File: src/rtl/ctaphid_packet_reassembler_defines.svh
// Assertion macros for the reassembler.
`ifndef CTAPHID_PACKET_REASSEMBLER_DEFINES_SVH
`define CTAPHID_PACKET_REASSEMBLER_DEFINES_SVH

`ifndef SYNTHESIS
`define CPR_ASSERT_IMP(lbl, clk, rst_n, a, b) \
  lbl: assert property (@(posedge clk) disable iff (!rst_n) (a) |-> (b)) \
    else $error("reassembler check failed");
`define CPR_ASSERT_NEXT(lbl, clk, rst_n, a, b) \
  lbl: assert property (@(posedge clk) disable iff (!rst_n) (a) |=> (b)) \
    else $error("reassembler check failed");
`else
`define CPR_ASSERT_IMP(lbl, clk, rst_n, a, b)
`define CPR_ASSERT_NEXT(lbl, clk, rst_n, a, b)
`endif

`endif

File: src/rtl/cpr_pkg.sv
package cpr_pkg;

  localparam int DEF_CHANNEL_SLOTS = 4;
  localparam int DEF_BUFFER_BYTES  = 1280;
  localparam int POS_W             = 6;   // 64-byte packets
  localparam int HDR_W             = 56;
  localparam int IN_DATA_W         = 24;
  localparam int OUT_DATA_W        = 64;

  localparam logic [15:0] TIMEOUT_RESET = 16'd1000;
  localparam logic [POS_W-1:0] POS_CONT_HDR = 6'd4;
  localparam logic [POS_W-1:0] POS_INIT_HDR = 6'd6;
  localparam logic [POS_W-1:0] POS_CONT_DATA = 6'd5;
  localparam logic [POS_W-1:0] POS_INIT_DATA = 6'd7;
  localparam logic [POS_W-1:0] POS_LAST = 6'd63;

  // input actions (tuser)
  localparam logic [1:0] ACT_BYTE = 2'd0;
  localparam logic [1:0] ACT_TICK = 2'd1;
  localparam logic [1:0] ACT_READ = 2'd2;

  // result kinds (tuser)
  localparam logic [1:0] KIND_DONE  = 2'd0;
  localparam logic [1:0] KIND_ERROR = 2'd1;
  localparam logic [1:0] KIND_READ  = 2'd2;

  // error codes
  localparam logic [1:0] ERR_LENGTH = 2'd0;
  localparam logic [1:0] ERR_BUSY   = 2'd1;
  localparam logic [1:0] ERR_SEQ    = 2'd2;

  // configuration register byte address bit for index
  localparam logic REG_IDLE_TIMEOUT = 1'b0;

  typedef enum logic [1:0] {
    DEC_NONE,
    DEC_INIT,
    DEC_CONT,
    DEC_ERROR
  } cpr_dec_t;

  typedef struct packed {
    logic take;
    logic exec;
    logic pre;
    logic find;
    logic alloc;
    logic cont_dec;
    logic commit;
    logic busy;
    logic emit_read;
    logic emit_end;
  } cpr_cmd_t;

  typedef struct packed {
    logic [1:0] act;
    logic       need_dec;
    logic       is_end;
    logic       is_init;
    logic       cid_zero;
    logic       len_over;
    logic       found_now;
    logic       picked_now;
    logic       alloc_stop;
    logic       out_free;
  } cpr_stat_t;

endpackage

File: src/rtl/cpr_ctrl.sv
module cpr_ctrl #(
  parameter int CHANNEL_SLOTS = cpr_pkg::DEF_CHANNEL_SLOTS,
  parameter int SW = (CHANNEL_SLOTS > 1) ? $clog2(CHANNEL_SLOTS) : 1
) (
  input  logic              clk,
  input  logic              rst_n,
  input  logic              in_tvalid,
  output logic              in_tready,
  input  cpr_pkg::cpr_stat_t stat,
  output cpr_pkg::cpr_cmd_t  cmd,
  output logic [SW-1:0]     idx
);
  import cpr_pkg::*;

  typedef enum logic [3:0] {
    S_IDLE, S_EXEC, S_PRE, S_FIND, S_ALLOC, S_CONT, S_COMMIT, S_READ, S_END
  } state_t;

  localparam logic [SW-1:0] IDX_LAST = SW'(CHANNEL_SLOTS - 1);

  state_t        state_r, state_nxt;
  logic [SW-1:0] idx_r, idx_nxt;
  logic          idx_at_last;

  assign idx_at_last = (idx_r == IDX_LAST);
  assign idx         = idx_r;
  assign in_tready   = (state_r == S_IDLE);

  // commands follow the state
  always_comb begin
    cmd           = '0;
    cmd.take      = (state_r == S_IDLE) && in_tvalid;
    cmd.exec      = (state_r == S_EXEC);
    cmd.pre       = (state_r == S_PRE);
    cmd.find      = (state_r == S_FIND);
    cmd.alloc     = (state_r == S_ALLOC);
    cmd.cont_dec  = (state_r == S_CONT);
    cmd.commit    = (state_r == S_COMMIT);
    cmd.busy      = (state_r == S_ALLOC) && idx_at_last && !stat.alloc_stop &&
                    !stat.picked_now;
    cmd.emit_read = (state_r == S_READ) && stat.out_free;
    cmd.emit_end  = (state_r == S_END) && stat.out_free;
  end

  // next state
  always_comb begin
    state_nxt = state_r;
    idx_nxt   = idx_r;
    case (state_r)
      S_IDLE: if (in_tvalid) state_nxt = S_EXEC;
      S_EXEC: begin
        case (stat.act)
          ACT_READ: state_nxt = S_READ;
          ACT_BYTE: begin
            if (stat.need_dec) state_nxt = S_PRE;
            else if (stat.is_end) state_nxt = S_END;
            else state_nxt = S_IDLE;
          end
          default: state_nxt = S_IDLE;
        endcase
      end
      S_PRE: begin
        if (stat.cid_zero || (stat.is_init && stat.len_over)) begin
          state_nxt = S_IDLE;
        end else begin
          state_nxt = S_FIND;
          idx_nxt   = '0;
        end
      end
      S_FIND: begin
        if (idx_at_last) begin
          idx_nxt = '0;
          if (!stat.is_init) state_nxt = S_CONT;
          else if (stat.found_now) state_nxt = S_COMMIT;
          else state_nxt = S_ALLOC;
        end else begin
          idx_nxt = idx_r + 1'b1;
        end
      end
      S_ALLOC: begin
        if (stat.alloc_stop) state_nxt = S_COMMIT;
        else if (idx_at_last) state_nxt = stat.picked_now ? S_COMMIT : S_IDLE;
        else idx_nxt = idx_r + 1'b1;
      end
      S_CONT:   state_nxt = S_IDLE;
      S_COMMIT: state_nxt = S_IDLE;
      S_READ:   if (stat.out_free) state_nxt = S_IDLE;
      S_END:    if (stat.out_free) state_nxt = S_IDLE;
      default:  state_nxt = S_IDLE;
    endcase
  end

  always_ff @(posedge clk) begin
    if (!rst_n) begin
      state_r <= S_IDLE;
      idx_r   <= '0;
    end else begin
      state_r <= state_nxt;
      idx_r   <= idx_nxt;
    end
  end

endmodule

File: config.mk
export PLATFORM = sky130hd
export DESIGN_NAME = cpr_ctrl
export DESIGN_NICKNAME = d
export VERILOG_FILES = /design/src/rtl/ctaphid_packet_reassembler_defines.svh /design/src/rtl/cpr_pkg.sv /design/src/rtl/cpr_ctrl.sv
export SDC_FILE = /design/constraint.sdc
export NUM_CORES = 1
export LEC_CHECK = 0
export BUFFER_PORTS_ARGS = -buffer_cell sky130_fd_sc_hd__buf_4
export CAP_MARGIN = 20
export CORE_AREA = 2 2 39 41
export CTS_BUF_LIST = sky130_fd_sc_hd__clkbuf_8
export DETAILED_ROUTE_END_ITERATION = 7
export DIE_AREA = 0 0 41 43
export PLACE_DENSITY_LB_ADDON = 0.1
export SYNTH_ARGS = -nofsm -noshare
export SYNTH_HDL_FRONTEND = slang
export SYNTH_SLANG_ARGS = --single-unit
File: constraint.sdc
create_clock -name clk -period 1.9 [get_ports clk]
set_clock_uncertainty 0.15 [all_clocks]
set_input_delay 0.38 -clock clk [delete_from_list [all_inputs] [get_ports clk]]
set_output_delay 0.38 -clock clk [all_outputs]
set_load 0.03 [all_outputs]
Word-level counts from Yosys, hierarchy flattened:

Index checks and enable logic that the tools add are counted.

* output and inout port bits: 13
* input bits: 14
* word-level logic and storage cells: 54
* register bits: 6

* reduce and logical (&&, ||, !) cells: 16
* $add $sub $neg: 1
* multiplexer cells: 18
* equal/unequal tests: 17

Operators by type and width (number)
* $mux 4: 7
* $pmux 4 s6: 1
* $eq 4x3->1 const B: 4
* $mux 2: 7
* $eq 4x2->1 const B: 2
* $ne 2x2->1 const B: 4
* $pmux 4 s2: 1
* $reduce_and 4->1: 2
* $logic_and 1x1->1: 7
* $pmux 2 s3: 1
* $eq 2x2->1 const B: 2
* $eq 4x1->1 const B: 1
* $eq 4x4->1 const B: 1
* $logic_not 4->1: 1
* $ne 2x1->1 const B: 2
* $mux 3: 1
* $ne 3x2->1 const B: 1
* $reduce_bool 3->1: 1
* $add 2x1->2 const B: 1
* $logic_not 1->1: 2
* $logic_not 2->1: 1
* $reduce_or 2->1: 1
* $logic_or 1x1->1: 1

Logic depth before layout (Yosys ltp):

Gate-level depths: netlist of the first run.

* depth after elaboration: 4
* depth in mapped cells: 5
* gate-level depth less buffers: 5

Worst setup path before layout of the first run:

Ideal clock, no wire load.

* kind: flip-flop to output port
* start: register state_r[1]
* end: output cmd[9] (netlist bit)
* data required time: 1.370 ns
* cell stages (with the launch flop): 5
* arrival time: 1.754 ns
* path buffers: 1
* setup slack: -0.384 ns
* cells stage by stage: dfxtp_1 > or2_1 > buf_2 > nor3_1 > and2_1

RTL lines
* start: declaration: line cpr_ctrl.sv:21 `state_t state_r, state_nxt;`
* start signal: assignment: line cpr_ctrl.sv:98 `state_r <= state_nxt;`
* end: declaration: line cpr_ctrl.sv:10 `output cpr_pkg::cpr_cmd_t cmd,`

==> results of run 1 <==
==> flip-flops by register name, summed over array words and instances (netlist names) <==
name	flops
idx	2
state_r	4
==> final cells by class <==
type,instances,share of cell area
multi-input cells,60,0.4985
flip-flops and latches,6,0.1414
repair buffers,31,0.2755
clock buffers,3,0.04810
inverters,3,0.01312
well taps,16,0.02332
==> cell usage after synthesis (all sizes together) (2+ instances only) <==
master,count,area [µm²]
inv,3,11.26
nor2,10,37.54
nor3,5,25.02
dfxtp,6,120.1
a21oi,6,30.03
a211oi,2,15.01
nand2,3,11.26
nor4,2,27.53
o21ai,6,33.78
buf,5,37.53
nand2b,5,31.28
a311oi,2,17.52
==> logic make-up (layout without fill, tap and decap cells) <==
kind of cell	after synthesis	in the layout
AOI/OAI and AO/OA	22	22
DFF	6	6
adders and majority gates	1	1
and+or+nand+nor	35	35
muxes	2	2
buffers and inverters	8	37
==> routing by layer <==
layer / vias to the layer above / share of wire / global-route usage
met1: 312 / 0.42 / 0.2816
met5: - / 0 / 0
li1: 334 / - / -
met2: 26 / 0.49 / 0.2969
met3: 2 / 0.076 / 0.03665
met4: 0 / 0.0099 / 0.04000
==> worst max-delay path by stage <==
stage | endpoint | slack (ns) | cells after the start
CTS | cmd[2] | 0.04 | 4
global route | cmd[2] | 0.03 | 4
detailed placement | state_r[1]$_SDFFE_PN0P_ | 0.08 | 5
finish | cmd[2] | 0.08 | 4
global placement | state_r[1]$_SDFFE_PN0P_ | 0.1 | 5
floorplan | cmd[9] | -0.09 | 4
==> worst reg2reg max path, stage by stage, from the launching register on <==
cell and delay, ns:
dfxtp_1 0.43, mux2_2 0.38, o32ai_2 0.27, a211oi_1 0.10, a311oi_1 0.29
==> through the flow <==
step           hold slack (ns)  setup TNS [ns]
4_1_cts                 0.2892               0
2_1_floorplan           0.3684        -0.09111
6_report                0.2910               0
3_5_place_dp            0.3209               0
5_1_grt                 0.3140               0
3_3_place_gp            0.3139               0
==> power groups by stage <==
stage                     sequential (mW)  clock (mW)  combinational, mW
final                               0.187       0.195              0.629
after global routing                0.192       0.201              0.679
after CTS                           0.185       0.192              0.615
after detailed placement            0.185           0              0.613
after global placement              0.184           0              0.615
after floorplan                     0.195           0              0.439
==> timing repair <==
action	CTS	global route
hold endpoints to repair	0	0
setup endpoints to repair	1	3
pin swaps	0	0
gates resized for setup	1	2
==> metrics, run 1 <==
critical path's largest stage delay 0.43 ns; Period Utilization, post-route 0.9573; # IOs 27; Sink Count 6; Post-synth EDFFs 0; Hold Buf Count CTS 0; Post-Place Cell Area 809.5 µm²; vias in the first global route 571; post-route ant nets 0; required time worst endpoint 1.37 ns; Max Cap Viol 0; port bufs 26; CP cell instances nand2b_1 -> nor2_2 -> and3_1 -> buf_4; maximum operating frequency 0.5498 GHz; Slew Limit Fails 0; deepest clock path buffer count 2; H-tree depth 1; reg-to-reg slack, setup 0.16 ns; Async S/R FF share, synth 0; Top delay family on crit path simple AND/OR/NAND/NOR gates; unrepaired setup endpoints after global routing no; dpl hpwl 1211 µm; Comb pwr share 0.623; CP max-delay cell dfxtp_1; starting density of the core 0.4123; Int Pwr 0.5542 mW; sequential element share of the synthesized area 0.2105; Slew @ Worst Pin 0.3278 ns; DRT iter0 DRCs 18; commonest non-fill, non-tap cell in the layout buf_4; multi-input logic area 427.9 µm²; postcts setup bufs 0; max_slew headroom 0.7809; HP Start stat[7]; Die X 41 µm; clock share of power 0.192; TritonCTS Buffers 3; Ant. Diodes 0; largest family of logic cells by synthesized area simple AND/OR/NAND/NOR gates; clk slew on worst S/H paths 0.04 ns; Synth Warn # 0; Final setup viols 0; FF+latch count, synth 6; vias per inst 5.664; Setup crit start state_r[3]$_SDFFE_PN0P_; Power Density 1178 nW/µm²; total die area 1763 µm²; Synth Area in Adders 0.02193; Setup crit end kind output port; layout cells sized above 1 0.4563; drt first pass iters 4; total power 1.011 mW; core area 1384 µm²; first-pass GRT wire length 2463 µm; Worst Hold Depth 3; predominant post-synthesis flop cell dfxtp_1; initial antenna violation count 0; Layout area overhead 50.44%; mux contribution to synthesized area 0.03728; setup ws final 0.08117 ns; Reg area 121.4 µm²; Post-Synth Simple-Gate Area 0.3772; final hold violations 0; status complete, no violations; buffers and inverters on the worst path 1; Clock Tree Root clkbuf_8; R2R Path Start state_r[3]$_SDFFE_PN0P_; detailed-route wire length 1612 µm; worst path arrival time 1.29 ns; floorplan row count 14; min Tclk post-route 1.819 ns; routability cong. 0.8234; critical path class flop to output port; total grt overflow 0; switch share 0.4517; unique cell type count in the Yosys netlist 35; Final #Nets 120; IR drop worst, VDD 774.9 µV; Hold Path End state_r[3]$_SDFFE_PN0P_; fin area 858.3 µm²; commonest cells after routing, fill and taps aside 30 x buf_4, 9 x nor2_1, 6 x a21oi_1, 5 x nand2b_1, 5 x dfxtp_1; FF-to-FF End state_r[1]$_SDFFE_PN0P_; CP max FO 7; largest net degree at the start of global routing 12; Seq pwr share 0.185; All-Layer GR Usage 0.1962; Synth Area in XOR/XNOR 0; syn avg cell area 7.710 µm²; Compound-Gate Fraction of Synth Area 0.2675; syn_nets 89; DR WL/cell 13.55 µm; non-filler instance count after layout 119; Die Ht 43 µm; DRC viols 0; post-synth design cell area 570.5 µm²; dpl cells 116; Net Sw Power 0.4565 mW; vias after detailed routing 674; CTS tree done; Leak Pwr 0.3774 nW; Gate Count Post-Synth 74; Worst-Skew Late Latency 0.22 ns; FILL cells 123; CP Launch Type flop; min-delay worst type input pin to flop; R2R depth 4; Finished Core Util 0.6203; pre-CTS WS 0.07598 ns
Note: power is estimated with default switching activity, not from simulation.
==> inputs of run 2 (changes only) <==
Settings changed: BUFFER_PORTS_ARGS -buffer_cell sky130_fd_sc_hd__buf_4 to -buffer_cell sky130_fd_sc_hd__buf_2, GPL_TIMING_DRIVEN set to 1.
==> metrics, run 2 (synthesis gave the netlist of run 1 again) <==
H-tree depth 1 (unchanged); drt first pass iters 4 (unchanged); Post-Place Cell Area 752.0 µm² (-7.1%); multi-input logic area 427.9 µm² (unchanged); deepest clock path buffer count 2 (unchanged); initial antenna violation count 0 (unchanged); fin area 800.8 µm² (-6.7%); Reg area 122.6 µm² (+1.0%); switch share 0.4602 (+0.008564); Final #Nets 121 (+0.83%); Seq pwr share 0.192 (+0.007); Leak Pwr 0.3706 nW (-1.8%); starting density of the core 0.4123 (unchanged); Setup crit start state_r[0]$_SDFFE_PN0P_; Int Pwr 0.5233 mW (-5.6%); CP Launch Type flop; Power Density 1211 nW/µm² (+2.8%); Worst path depth 4 (unchanged); total die area 1763 µm² (unchanged); commonest cells after routing, fill and taps aside 25 x buf_2, 9 x nor2_1, 7 x buf_4, 6 x a21oi_1, 5 x nand2b_1; clock share of power 0.195 (+0.003); FILL cells 132 (+7.3%); post_cts resized 0 (-1); setup ws final 0.1132 ns (+0.03208 ns); max_slew headroom 0.7990 (+0.01813); largest net degree at the start of global routing 12 (unchanged); DRT iter0 DRCs 8 (-10); vias after detailed routing 647 (-4.0%); layout cells sized above 1 0.4712 (+0.01484); Sink Count 6 (unchanged); Max Cap Viol 0 (unchanged); detailed-route wire length 1551 µm (-3.8%); # IOs 27 (unchanged); post-route ant nets 0 (unchanged); core area 1384 µm² (unchanged); min-delay worst type input pin to flop; min Tclk post-route 1.787 ns (-0.03208 ns); Top delay family on crit path simple AND/OR/NAND/NOR gates; total grt overflow 0 (unchanged); CP max FO 6 (-1); postcts setup bufs 0 (unchanged); critical path class flop to output port; Final setup viols 0 (unchanged); pre-CTS WS 0.1333 ns (+0.05734 ns); Die Ht 43 µm (unchanged); IR drop worst, VDD 603.5 µV (-22%); Hold Buf Count CTS 0 (unchanged); port bufs 26 (unchanged); All-Layer GR Usage 0.1895 (-0.006661); clk slew on worst S/H paths 0.04 ns (about the same); reg-to-reg slack, setup 0.23 ns (+0.07 ns); required time worst endpoint 1.37 ns (about the same); worst path arrival time 1.26 ns (-0.03 ns); routability cong. 0.8311 (+0.94%); Comb pwr share 0.613 (-0.010); commonest non-fill, non-tap cell in the layout buf_2; DR WL/cell 12.93 µm (-4.6%); Layout area overhead 40.35%; Hold Slack 0.2819 ns (-0.009148 ns); CTS tree done; Worst-Skew Late Latency 0.22 ns (about the same); TritonCTS Buffers 3 (unchanged); Net Sw Power 0.4462 mW (-2.3%); Clock Tree Root clkbuf_8; Period Utilization, post-route 0.9404 (-0.01688); HP Start stat[7]; maximum operating frequency 0.5597 GHz (+1.8%); buffers and inverters on the worst path 1 (unchanged); floorplan row count 14 (unchanged); Slew @ Worst Pin 0.3007 ns (-0.02712 ns); final hold violations 0 (unchanged); worst setup path endpoint cmd[2]; Most flops, register state_r; status complete, no violations; critical path's largest stage delay 0.30 ns (-0.13 ns); unrepaired setup endpoints after global routing no; FF-to-FF End state_r[1]$_SDFFE_PN0P_; Ant. Diodes 0 (unchanged); CP cell instances or2_4 -> nor2_2 -> and3_1 -> buf_2; Slew Limit Fails 0 (unchanged); Setup crit end kind output port; CP max-delay cell dfxtp_1; R2R depth 4 (unchanged); vias in the first global route 572 (+0.18%); vias per inst 5.392 (-4.8%); R2R Path Start state_r[3]$_SDFFE_PN0P_; DRC viols 0 (unchanged); first-pass GRT wire length 2352 µm (-4.5%); Die X 41 µm (unchanged); Largest register FFs 4 (unchanged); dpl hpwl 1232 µm (+1.7%)
## run 2: changes by cell type in the layout (fill, tap and decap cells not counted)
cell / change
buf_2: +25
buf_4: -23
buf_6: -1
dfxtp_1: -1
dfxtp_2: +1
## run 2: area by class of cell
type,instances,area share
multi-input cells,60,0.5344
repair buffers,32,0.2219
flip-flops and latches,6,0.1531
clock buffers,3,0.05156
well taps,16,0.02500
inverters,3,0.01406
## run 2: routing by layer
| layer | wire length (µm) | GRT usage | share of wire | vias up |
|---|---|---|---|---|
| met5 | 0 | 0 | 0 | - |
| met1 | 711 | 0.2508 | 0.46 | 297 |
| li1 | - | - | - | 336 |
| met2 | 787 | 0.3188 | 0.51 | 14 |
| met3 | 52 | 0.03141 | 0.034 | 0 |
| met4 | 0 | 0.02000 | 0 | 0 |
## run 2: how the worst min path moves through the flow
stage,endpoint,cells after the start
2_1_floorplan,idx[0]$_SDFFE_PN0P_,2
3_3_place_gp,idx[1]$_SDFFE_PN0P_,2
3_5_place_dp,idx[0]$_SDFFE_PN0P_,1
4_1_cts,state_r[3]$_SDFFE_PN0P_,3
5_1_grt,state_r[3]$_SDFFE_PN0P_,3
6_report,state_r[3]$_SDFFE_PN0P_,3
## run 2: worst min-delay path, stage by stage
cell,delay [ns]
buf_2,0.08
a32oi_1,0.08
nor2_1,0.08
## run 2: power groups by stage
stage / Clock, mW / Sequential, mW / Combinational [mW]
final: 0.189 / 0.186 / 0.595
after detailed placement: 0 / 0.184 / 0.579
after global routing: 0.203 / 0.193 / 0.649
after CTS: 0.194 / 0.183 / 0.581
after floorplan: 0 / 0.195 / 0.439
after global placement: 0 / 0.183 / 0.585
## run 2: metrics by stage
step / total power [mW] / setup TNS (ns) / util / std cells
global route: 1.044 / 0 / 0.5787 / 120
finish: 0.9695 / 0 / 0.5787 / 120
floorplan: 0.6340 / -0.09111 / - / 74
global placement: 0.7677 / 0 / 0.5434 / 117
detailed placement: 0.7635 / 0 / 0.5434 / 117
CTS: 0.9574 / 0 / 0.5732 / 120
